[src/hdl/hblt_pkg.sv]
`timescale 1ns / 1ps
`default_nettype none
package hblt_pkg;

  localparam int NUM_ENTRIES_DEF = 16;
  localparam int TIME_BITS_DEF   = 48;
  localparam int NOW_W           = 48;
  localparam int CNT_W           = 5;
  localparam int IN_TDATA_W      = 88;   // 3+16+16+48 = 83 -> 88
  localparam int OUT_TDATA_W     = 88;   // 2+2+16+16+5+32+5+5+5 = 88
  localparam int CFG_IDX_W       = 1;
  localparam int CFG_DATA_W      = 32;

  localparam logic [CFG_IDX_W-1:0] CFG_DEAD = 1'd0;
  localparam logic [CFG_IDX_W-1:0] CFG_WARN = 1'd1;

  localparam logic [2:0] REQ_REGISTER   = 3'd0;
  localparam logic [2:0] REQ_HEARTBEAT  = 3'd1;
  localparam logic [2:0] REQ_DEREGISTER = 3'd2;
  localparam logic [2:0] REQ_SCAN       = 3'd3;
  localparam logic [2:0] REQ_STATS      = 3'd4;

  localparam logic [1:0] KIND_STATUS  = 2'd0;
  localparam logic [1:0] KIND_DEAD    = 2'd1;
  localparam logic [1:0] KIND_SUMMARY = 2'd2;
  localparam logic [1:0] KIND_STATS   = 2'd3;

  localparam logic [1:0] ST_OK      = 2'd0;
  localparam logic [1:0] ST_DUP     = 2'd1;
  localparam logic [1:0] ST_NOTFND  = 2'd2;
  localparam logic [1:0] ST_FULL    = 2'd3;

  // controller -> datapath commands
  typedef struct packed {
    logic load;       // capture request
    logic clr_walk;   // restart slot walk
    logic step;       // examine current slot, advance
    logic do_reg;     // write free slot
    logic do_beat;    // refresh found slot
    logic do_dereg;   // free found slot
  } hblt_cmd_t;

  // datapath -> controller status
  typedef struct packed {
    logic       walk_done;  // last slot examined
    logic       found;
    logic       has_free;
    logic       evict_now;  // current slot is evicted by scan
  } hblt_stat_t;

endpackage
`default_nettype wire

[src/hdl/hblt_datapath.sv]
`timescale 1ns / 1ps
`default_nettype none
module hblt_datapath #(
  parameter int NUM_ENTRIES = 16,
  parameter int TIME_BITS   = 48
) (
  input  wire                   clk,
  input  wire                   rst,
  input  wire hblt_pkg::hblt_cmd_t cmd,
  output hblt_pkg::hblt_stat_t  stat,
  input  wire [2:0]             in_req,
  input  wire [15:0]            in_svc,
  input  wire [15:0]            in_evt,
  input  wire [47:0]            in_now,
  input  wire [31:0]            dead_to,
  input  wire [31:0]            warn_to,
  output logic [2:0]            req,
  output logic [15:0]           cur_svc,
  output logic [15:0]           cur_evt,
  output logic [4:0]            evicted,
  output logic [31:0]           total,
  output logic [4:0]            act_cnt,
  output logic [4:0]            alv_cnt,
  output logic [4:0]            wrn_cnt
);
  import hblt_pkg::*;
  localparam int IW = (NUM_ENTRIES > 1) ? $clog2(NUM_ENTRIES) : 1;
  localparam int CW = $clog2(NUM_ENTRIES + 1);
  localparam int CMP_W = (TIME_BITS > 32) ? TIME_BITS : 32;

  logic [NUM_ENTRIES-1:0] act, wrn;
  logic [15:0]            svc_r [NUM_ENTRIES];
  logic [15:0]            evt_r [NUM_ENTRIES];
  logic [TIME_BITS-1:0]   beat_r [NUM_ENTRIES];
  logic [15:0]            k_svc, k_evt;
  logic [TIME_BITS-1:0]   now;
  logic [CW-1:0]          idx;
  logic [IW-1:0]          ci;
  logic [IW-1:0]          fnd_idx, free_idx;
  logic                   found, has_free;
  logic [CW-1:0]          ev_c, a_c, w_c, l_c;
  logic [TIME_BITS-1:0]   age;
  logic                   match, is_dead, is_warn, ahead;

  localparam logic [CW-1:0] LAST = CW'(NUM_ENTRIES - 1);

  assign ci      = idx[IW-1:0];
  assign match   = act[ci] && svc_r[ci] == k_svc && evt_r[ci] == k_evt;
  assign ahead   = now < beat_r[ci];
  assign age     = now - beat_r[ci];
  assign is_dead = act[ci] && !ahead && (CMP_W'(age) > CMP_W'(dead_to));
  assign is_warn = act[ci] && !ahead && (CMP_W'(age) > CMP_W'(warn_to));

  assign stat.walk_done = (idx == LAST);
  assign stat.found     = found;
  assign stat.has_free  = has_free;
  assign stat.evict_now = (req == REQ_SCAN) && is_dead;

  assign cur_svc = svc_r[ci];
  assign cur_evt = evt_r[ci];
  assign evicted = CNT_W'(ev_c);
  assign act_cnt = CNT_W'(a_c);
  assign alv_cnt = CNT_W'(l_c);
  assign wrn_cnt = CNT_W'(w_c);

  always_ff @(posedge clk) begin
    if (rst) begin
      act   <= '0;
      wrn   <= '0;
      total <= '0;
      req   <= '0;
      idx   <= '0;
      found <= 1'b0;
      has_free <= 1'b0;
    end else begin
      if (cmd.load) begin
        req   <= in_req;
        k_svc <= in_svc;
        k_evt <= in_evt;
        now   <= TIME_BITS'(in_now);
      end
      if (cmd.clr_walk) begin
        idx <= '0; found <= 1'b0; has_free <= 1'b0;
        ev_c <= '0; a_c <= '0; w_c <= '0; l_c <= '0;
        fnd_idx <= '0; free_idx <= '0;
      end else if (cmd.step) begin
        if (!stat.walk_done) idx <= idx + 1'b1;
        // search: first match, lowest free slot
        if (match && !found) begin found <= 1'b1; fnd_idx <= ci; end
        if (!act[ci] && !has_free) begin has_free <= 1'b1; free_idx <= ci; end
        if (act[ci]) begin
          a_c <= a_c + 1'b1;
          if (wrn[ci]) w_c <= w_c + 1'b1; else l_c <= l_c + 1'b1;
        end
        if (req == REQ_SCAN) begin
          if (is_dead) begin
            act[ci] <= 1'b0; wrn[ci] <= 1'b0;
            ev_c <= ev_c + 1'b1; total <= total + 1'b1;
          end else if (is_warn) wrn[ci] <= 1'b1;
        end
      end
      if (cmd.do_reg) begin
        act[free_idx] <= 1'b1; wrn[free_idx] <= 1'b0;
        svc_r[free_idx] <= k_svc; evt_r[free_idx] <= k_evt;
        beat_r[free_idx] <= now;
      end
      if (cmd.do_beat) begin
        beat_r[fnd_idx] <= now; wrn[fnd_idx] <= 1'b0;
      end
      if (cmd.do_dereg) begin
        act[fnd_idx] <= 1'b0; wrn[fnd_idx] <= 1'b0;
      end
    end
  end
endmodule
`default_nettype wire

[src/hdl/hblt_ctrl.sv]
`timescale 1ns / 1ps
`default_nettype none
module hblt_ctrl (
  input  wire                    clk,
  input  wire                    rst,
  input  wire                    in_valid,
  output logic                   in_ready,
  input  wire [2:0]              in_req,
  input  wire [2:0]              req,
  output hblt_pkg::hblt_cmd_t    cmd,
  input  wire hblt_pkg::hblt_stat_t stat,
  input  wire [15:0]             cur_svc,
  input  wire [15:0]             cur_evt,
  input  wire [4:0]              evicted,
  input  wire [31:0]             total,
  input  wire [4:0]              act_cnt,
  input  wire [4:0]              alv_cnt,
  input  wire [4:0]              wrn_cnt,
  output logic                   out_valid,
  input  wire                    out_ready,
  output logic [88:0]            out_data
);
  import hblt_pkg::*;
  typedef enum logic [2:0] {S_IDLE, S_WALK, S_DEAD, S_FIN, S_OUT} state_t;
  state_t state;
  logic   ok_in;

  function automatic logic [88:0] pack(logic [1:0] k, logic [1:0] s, logic [15:0] ds,
      logic [15:0] de, logic [4:0] ec, logic [31:0] et, logic [4:0] ac,
      logic [4:0] al, logic [4:0] wr, logic l);
    pack = {l, wr, al, ac, et, ec, de, ds, s, k};
  endfunction

  assign ok_in    = in_req <= REQ_STATS;
  assign in_ready = (state == S_IDLE);

  always_comb begin
    cmd = '0;
    cmd.load     = (state == S_IDLE) && in_valid;
    cmd.clr_walk = cmd.load;
    // the evicted slot is retired once its dead notice is taken
    cmd.step     = ((state == S_WALK) && !stat.evict_now) ||
                   ((state == S_DEAD) && out_ready);
    cmd.do_reg   = (state == S_FIN) && req == REQ_REGISTER && !stat.found && stat.has_free;
    cmd.do_beat  = (state == S_FIN) && req == REQ_HEARTBEAT && stat.found;
    cmd.do_dereg = (state == S_FIN) && req == REQ_DEREGISTER && stat.found;
  end

  always_ff @(posedge clk) begin
    if (rst) begin
      state     <= S_IDLE;
      out_valid <= 1'b0;
    end else begin
      case (state)
        S_IDLE: if (in_valid && ok_in) state <= S_WALK;
        S_WALK: begin
          if (stat.evict_now) begin
            // hold the slot, emit its dead notice first
            out_valid <= 1'b1;
            out_data  <= pack(KIND_DEAD, ST_OK, cur_svc, cur_evt, '0, '0, '0, '0, '0, 1'b0);
            state     <= S_DEAD;
          end else if (stat.walk_done) state <= S_FIN;
        end
        S_DEAD: if (out_ready) begin
          out_valid <= 1'b0;
          state     <= S_WALK;
        end
        S_FIN: begin
          out_valid <= 1'b1;
          state     <= S_OUT;
          case (req)
            REQ_REGISTER: out_data <= pack(KIND_STATUS, stat.found ? ST_DUP :
                (stat.has_free ? ST_OK : ST_FULL), '0, '0, '0, '0, '0, '0, '0, 1'b1);
            REQ_HEARTBEAT, REQ_DEREGISTER: out_data <= pack(KIND_STATUS,
                stat.found ? ST_OK : ST_NOTFND, '0, '0, '0, '0, '0, '0, '0, 1'b1);
            REQ_SCAN: out_data <= pack(KIND_SUMMARY, ST_OK, '0, '0, evicted, total,
                '0, '0, '0, 1'b1);
            default: out_data <= pack(KIND_STATS, ST_OK, '0, '0, '0, total,
                act_cnt, alv_cnt, wrn_cnt, 1'b1);
          endcase
        end
        S_OUT: if (out_ready) begin
          out_valid <= 1'b0;
          state     <= S_IDLE;
        end
        default: state <= S_IDLE;
      endcase
    end
  end
endmodule
`default_nettype wire

[src/hdl/heartbeat_liveness_table.sv]
`timescale 1ns / 1ps
`default_nettype none
// Channel  | dir | fields
// s_axis   | in  | tdata: req_type[2:0] service_id[18:3] event_id[34:19] now_ms[82:35]
// m_axis   | out | tdata: kind,status,dead_service,dead_event,evicted_count,
//          |     |        evicted_total,active,alive,warning; tlast: last_flag
// cfg      | in  | idx 0 dead_timeout_ms, idx 1 warn_after_ms
// Each known request walks all NUM_ENTRIES slots, one per cycle except while
// a dead notice waits for the output handshake; unknown requests are dropped.
// rst (synchronous) clears the table's valid bits and counters and restores
// the timeouts to 3000 and 1000.
// A stalled master side holds the walk; input is taken only when idle.
module heartbeat_liveness_table #(
  parameter int NUM_ENTRIES = hblt_pkg::NUM_ENTRIES_DEF,
  parameter int TIME_BITS   = hblt_pkg::TIME_BITS_DEF
) (
  input  wire         clk,
  input  wire         rst,
  input  wire         s_axis_tvalid,
  output logic        s_axis_tready,
  input  wire [87:0]  s_axis_tdata,  // req_type, service_id, event_id, now_ms
  output logic        m_axis_tvalid,
  input  wire         m_axis_tready,
  output logic [87:0] m_axis_tdata,  // kind,status,dsvc,devt,ecount,etotal,act,alv,wrn
  output logic        m_axis_tlast,
  input  wire         cfg_valid,
  output logic        cfg_ready,
  input  wire [0:0]   cfg_index,
  input  wire [31:0]  cfg_data
);
  import hblt_pkg::*;

  hblt_cmd_t  cmd;
  hblt_stat_t stat;
  logic [31:0] dead_to, warn_to, total;
  logic [2:0]  req;
  logic [15:0] cur_svc, cur_evt;
  logic [4:0]  evicted, act_cnt, alv_cnt, wrn_cnt;
  logic [88:0] out_data;

  assign cfg_ready = 1'b1;
  always_ff @(posedge clk) begin
    if (rst) begin
      dead_to <= 32'd3000;
      warn_to <= 32'd1000;
    end else if (cfg_valid) begin
      // hold register, overwrite only the addressed one
      if (cfg_index == CFG_DEAD) dead_to <= cfg_data;
      else warn_to <= cfg_data;
    end
  end

  hblt_datapath #(.NUM_ENTRIES(NUM_ENTRIES), .TIME_BITS(TIME_BITS)) u_dp (
    .clk, .rst, .cmd, .stat,
    .in_req(s_axis_tdata[2:0]), .in_svc(s_axis_tdata[18:3]),
    .in_evt(s_axis_tdata[34:19]), .in_now(s_axis_tdata[82:35]),
    .dead_to, .warn_to, .req, .cur_svc, .cur_evt, .evicted, .total,
    .act_cnt, .alv_cnt, .wrn_cnt);

  hblt_ctrl u_ctrl (
    .clk, .rst, .in_valid(s_axis_tvalid), .in_ready(s_axis_tready),
    .in_req(s_axis_tdata[2:0]), .req, .cmd, .stat, .cur_svc, .cur_evt,
    .evicted, .total, .act_cnt, .alv_cnt, .wrn_cnt,
    .out_valid(m_axis_tvalid), .out_ready(m_axis_tready), .out_data);

  assign m_axis_tdata = out_data[87:0];
  assign m_axis_tlast = out_data[88];
endmodule
`default_nettype wire

[config.mk]
export PLATFORM = sky130hd
export DESIGN_NAME = heartbeat_liveness_table
export DESIGN_NICKNAME = d
export VERILOG_FILES = /design/src/hdl/hblt_pkg.sv /design/src/hdl/hblt_datapath.sv /design/src/hdl/hblt_ctrl.sv /design/src/hdl/heartbeat_liveness_table.sv
export SDC_FILE = /design/constraint.sdc
export NUM_CORES = 2
export LEC_CHECK = 0
export ABC_AREA = 1
export ABC_CLOCK_PERIOD_IN_PS = 13700
export BUFFER_PORTS_ARGS = -buffer_cell sky130_fd_sc_hd__buf_4
export CAP_MARGIN = 20
export CELL_PAD_IN_SITES_DETAIL_PLACEMENT = 1
export CELL_PAD_IN_SITES_GLOBAL_PLACEMENT = 2
export CORE_ASPECT_RATIO = 0.6
export CORE_UTILIZATION = 42
export CTS_BUF_LIST = sky130_fd_sc_hd__clkbuf_4 sky130_fd_sc_hd__clkbuf_8 sky130_fd_sc_hd__clkbuf_16
export DETAILED_ROUTE_END_ITERATION = 10
export PLACE_DENSITY = 0.81
export RECOVER_POWER = 50
export SLEW_MARGIN = 10
export SYNTH_ARGS = -nofsm -noshare
export SYNTH_HDL_FRONTEND = slang
export SYNTH_SLANG_ARGS = --single-unit
[constraint.sdc]
create_clock -name clk -period 13.7 [get_ports clk]
set_input_delay 0 -clock clk [delete_from_list [all_inputs] [get_ports clk]]
set_output_delay 0 -clock clk [all_outputs]
set_load 0.005 [all_outputs]
After elaboration in Yosys (flattened, before gate mapping)
Memory sizes are Yosys's and may differ from the RTL's. A register that Yosys moved wholly into a read port is not among the register bits.
Index checks and enable logic that the tools add are counted.
- register bits after elaboration: 339
- bits in latches: 0
- bits in writable memories: 1280
- memory bits (read-only): 0
- bits of input ports: 126
- output and inout bits: 92
- logic and storage cells: 206
- memories: 3
- memories (name ; depth ; width ; rd ports ; clocked after Yosys merged registers in ; wr ports ; line ; RTL):
    u_dp.beat_r ; 16 ; 48 ; 1 ; 1 ; 1 ; hblt_datapath.sv:34 ; logic [TIME_BITS-1:0] beat_r [NUM_ENTRIES];
    u_dp.evt_r ; 16 ; 16 ; 1 ; 1 ; 1 ; hblt_datapath.sv:33 ; logic [15:0] evt_r [NUM_ENTRIES];
    u_dp.svc_r ; 16 ; 16 ; 1 ; 1 ; 1 ; hblt_datapath.sv:32 ; logic [15:0] svc_r [NUM_ENTRIES];
- add/sub/neg operators: 7
- multiply operators: 0
- divide/modulo/power cells: 0
- magnitude comparators: 10
- equal/unequal tests: 17
- shifts and indexed selects: 0
- mux-type cells: 74
- bitwise logic cells: 15
- reduce and logical (&&, ||, !) cells: 59
- operators by type and width (operator ; number):
    $mux W16 ; 19
    $pmux W88 S3 ; 1
    $pmux W89 S2 ; 1
    $and A16 B16 Y16 ; 6
    $gt A48 B32 Y1 ; 2
    $mux W89 ; 1
    $mux W5 ; 11
    $lt A48 B48 Y1 ; 1
    $mux W48 ; 1
    $not A16 Y16 ; 3
    $reduce_or A48 Y1 ; 1
    $sub A48 B48 Y48 ; 1
    $mux W4 ; 11
    $add A32 B1 Y32 const B ; 1
    $eq A16 B16 Y1 ; 2
    $or A16 B16 Y16 ; 2
    $add A5 B1 Y5 const B ; 5
    $logic_and A1 B1 Y1 ; 22
    $reduce_and A4 Y1 ; 5
    $reduce_bool A2 Y1 ; 8
    $lt A4 B5 Y1 const B ; 3
    $mux W3 ; 5
    $pmux W3 S5 ; 1
    $reduce_and A3 Y1 ; 5
    other kinds (21) ; 64

Logic depth before layout (Yosys ltp)
- depth after elaboration: 19
- mapped depth: 40
- gate-level depth less buffers: 34

By module
Synthesis repeated with hierarchy kept, for this count alone.
- cells, all modules: 6254
- area total of the unflattened synthesis: 70208.6 um^2
- by module, submodules not included (module ; times used ; cells an instance ; area an instance (um^2) ; sequential area each (um^2)):
    hblt_datapath ; 1 ; 5583 ; 63848.7 ; 43241.5
    hblt_ctrl ; 1 ; 335 ; 3843.7 ; 2752.6
    heartbeat_liveness_table ; 1 ; 336 ; 2516.2 ; 1281.2

Worst setup path after synthesis
Ideal clock, no wire load.
- kind: register to register
- from: reg with a tool-made name
- to: reg u_ctrl.out_data[0], enable pin
- library setup time: 537 ps
- arrival: 9006 ps
- data required time: 13163 ps
- slack: 4157 ps
- stages on the path, launching flop included: 36
- buffers on the path: 7
- clock period less this slack: 9543 ps
- cell sequence: dfxtp_1 buf_2 clkbuf_1 clkbuf_1 clkbuf_1 buf_1 clkbuf_1 nor2_1 o221ai_1 o211ai_1 nand2_1 inv_1 ha_1 nand2_1 inv_1 a21oi_1 inv_1 a21oi_1 nand2_1 a21oi_1 xor2_1 inv_1 ha_1 nand2_1 nor2_1 nand4_1 nor4_1 nand2_1 nand3_1 nand2_1 nand3_4 nand3_2 nand2_4 clkbuf_1 nand2_1 nor2_1
- RTL lines (element ; line ; RTL):
    end signal: assignment ; hblt_ctrl.sv:60 ; out_data <= pack(KIND_DEAD, ST_OK, cur_svc, cur_evt, '0, '0, '0, '0, '0, 1'b0);
    end signal: assignment ; hblt_ctrl.sv:72 ; REQ_REGISTER: out_data <= pack(KIND_STATUS, stat.found ? ST_DUP :
    end signal: assignment ; hblt_ctrl.sv:74 ; REQ_HEARTBEAT, REQ_DEREGISTER: out_data <= pack(KIND_STATUS,
    end: declaration ; hblt_ctrl.sv:21 ; output logic [88:0] out_data

==> results_dict.tcl <==
set metrics [dict create \
    fin_setup_tns_ns 0 \
    crit_path_max_fanout 178 \
    violations "capacitance limit, slew limit" \
    drc_errors 0 \
    syn_nets 6441 \
    grt_pass1_vias 51100 \
    synth_top_area_share_pct 63.5 \
    cp_slowest_cell "dfxtp_4" \
    startpoint_type "flip-flop" \
    place_hpwl_mm 133 \
    synthCells 6191 \
    tightest_slew_ns 2.93 \
    portBuffers 211 \
    grt_pass1_wl_mm 335 \
    gp_congestion 0.886 \
    antenna_found_initial 4 \
    start_util_pct 42.4 \
    core_um2 164000 \
    ant_nets 0 \
    min_path_type "in -> reg" \
    finalCriticalPeriod_ns 9.11 \
    drt_iter0_markers 5877 \
    grt_max_degree 179 \
    cap_viol_max_count 3 \
    critPathKind "reg -> reg" \
    yosysMostFrequentCell "edfxtp_1" \
    ctsLongestPathBuffers 4 \
    ys_types 44 \
    vias 50800 \
    ir_drop_mv 0.0954 \
    cts_tree "done" \
    synth_seq_cells 1623 \
    max_clock_freq_mhz 110 \
    critPathArrivalTime_ns 9.81 \
    synth_edf_count 1477 \
    ys_seq_area_share_pct 67.7 \
    synth_warnings 0 \
    required_ns 14.40 \
    die_area_um2 168000 \
    area_delta_synth_final_pct 16.3 \
    async_flop_share_pct 0 \
    slew_viol_final 147 \
    num_rows 115 \
    fin_worst_skew_ns 0.0757 \
    grt.overflow.total 0 \
    rsz0062_at_grt "no" \
    via_per_inst 5.72 \
    drt-wirelength-per-cell_um 25.6 \
    clock_sinks 1623 \
    synth.avg_cell_area_um2 11.3 \
    ios 218 \
    p_leak_nw 28.6 \
    powerDensity_nw_per_um2 182 \
    netlist_area_um2 69800 \
    finalCritPeriodShare_pct 66.5 \
    crit_top_cell "nand2_1" \
    synthTopCellsByCount "edfxtp_1 (1477), nor2_1 (970), o21ai_0 (743), nand2_1 (732), inv_1 (535)" \
    dr.pass1.iters 6 \
    nets 6805 \
    post_cts_buffers 0 \
    grt_use_total_pct 26.7 \
    slowest_delay_ns 0.61 \
    cp-end-kind "flip-flop" \
    ys.flop_type "edfxtp_1" \
    die_y_um 318 \
    dieWidth_um 528 \
    finalSetupViolCount 0 \
    fillCellCount 17300 \
    drive_gt1_share_pct 8.63 \
    cts_htree_levels 4 \
    yosys.area.top_type "edfxtp_1" \
    clk_pin_slew_worst_paths_ns 0.06 \
    relSlewSlack_pct -95.3 \
    finalWirelength_mm 227 \
    status "complete, but fails checks" \
    root_buffer "clkbuf_16" \
    power_mw 14.8 \
    synth_area_leaders "edfxtp_1 (64%), o21ai_0 (5.3%), nor2_1 (5.2%)" \
    numCtsBuffers 166 \
    hold_violations 0 \
    clkLatencyLatePin_ns 0.82 \
]
[sequential cells by signal, summed over array words and instances, names as in the netlist, named ones only]
name              flops
u_ctrl.state          3
u_dp.act_cnt          5
u_dp.wrn             16
u_dp.idx              5
warn_to              32
u_ctrl.out_valid      1
u_dp.act             16
u_dp.beat_r         768
u_dp.total           32
u_dp.k_evt           16
u_ctrl.out_data      89
u_dp.req              3
u_dp.wrn_cnt          5
u_dp.evicted          5
u_dp.has_free         1
u_dp.evt_r          256
u_dp.now             48
u_dp.k_svc           16
u_dp.free_idx         4
u_dp.fnd_idx          4
u_dp.svc_r          256
u_dp.found            1
u_dp.alv_cnt          5
dead_to              32
[cell families (layout without fill, tap and decap cells)]
group           count (synthesis)  in the layout  synth area share, %
fa+ha+maj                     124            124                 2.23
simple gates                 2033           2033                 11.8
other cells                     1              2              0.00537
buf+inv                       885           1357                 4.85
flops                        1623           1623                 67.7
xor+xnor                       78             78                0.979
compound gates               1447           1447                 12.4
[worst max-delay path: cells and delay by family (launching register included)]
kind                     cells  cell delay, ns
AND/OR/NAND/NOR             19            3.84
buffers and inverters        6            1.80
adder cells (fa/ha/maj)      2            0.85
XOR/XNOR                     1            0.56
AO/OA/AOI/OAI                5            1.14
flip-flops                   1            0.61
[per-layer routing]
layer / vias to the layer above / global-route usage, % / routed length, um
li1: 22800 / - / -
met1: 25800 / 41.5 / 107000
met2: 1975 / 39.6 / 98300
met3: 252 / 4.01 / 18100
met4: 0 / 4.82 / 3430
met5: - / 0 / 0
[per-stage QoR]
step / worst slack (ns) / utilization (%) / instances / hold slack (ns) / area (um^2)
3_5_place_dp: 4.86 / 44.9 / 8377 / 0.179 / 73900
6_report: 4.59 / 49.4 / 8887 / 0.0483 / 81200
3_3_place_gp: 4.50 / 44.9 / 8376 / 0.180 / 73900
5_1_grt: 3.89 / 49.4 / 8886 / 0.0328 / 81200
4_1_cts: 4.82 / 49.5 / 8885 / 0.00140 / 81400
2_1_floorplan: 4.16 / - / 6191 / 0.0989 / 69800
[final cells by class]
cell class | count | area (um^2) | share of cell area [%]
sequential | 1623 | 47300 | 58.2
multi-input combinational | 3683 | 19400 | 23.9
clock buffer | 207 | 4570 | 5.63
timing repair buffer | 532 | 4490 | 5.53
tap | 2223 | 2780 | 3.43
inverter | 549 | 2080 | 2.56
clock inverter | 69 | 577 | 0.710
antenna | 1 | 2.50 | 0.00308
[layout by cell type (no fill, tap or decap), types with 6 or more instances in the layout]
master and count:
bufinv_16 8, dlygate4sd3_1 232, or2_2 7, clkinv_2 22, xnor2_1 16, o221ai_1 253
nand2_1 732, clkbuf_16 171, nand4_1 56, xor2_1 62, inv_2 6, clkbuf_1 52
nor2_4 35, buf_12 7, nor3_1 31, o21ai_0 743, a211oi_1 17, buf_4 111
o22ai_1 76, o21ai_1 13, dfxtp_1 142, o211ai_1 84, edfxtp_1 1477, inv_1 533
clkbuf_4 161, nand3b_1 6, clkinvlp_4 8, a21oi_1 210, clkinv_1 27, a41oi_1 16
nor4_1 10, ha_1 123, o21bai_1 20, nor2_2 8, nor2_1 934, nand3_1 205
inv_6 8
[timing repair]
| action | 4_1_cts | 5_1_grt |
|---|---|---|
| endpoints found under the hold margin | 187 | 0 |
| hold buffers | 232 | 0 |
| gates resized for setup | 0 | 0 |
[path summary, 6_finish.rpt]
kind | depth (start not counted) | to | slack [ns] | startpoint
worst max-delay path | 33 | u_dp.total[1] | 4.59 | flip-flop
worst min-delay path | 4 | warn_to[23] | 0.05 | cfg_data[23]
worst max register to register | 33 | u_dp.total[1] | 4.59 | flip-flop
worst min register to register | 2 | warn_to[15] | 0.46 | warn_to[15]
[power breakdown]
group          switching [mW]  total [mW]  internal, mW
combinational            3.21        4.49          1.28
clock                    1.93        4.44          2.51
sequential              0.199        5.85          5.65
No activity file was read; power rests on OpenSTA's default activity.
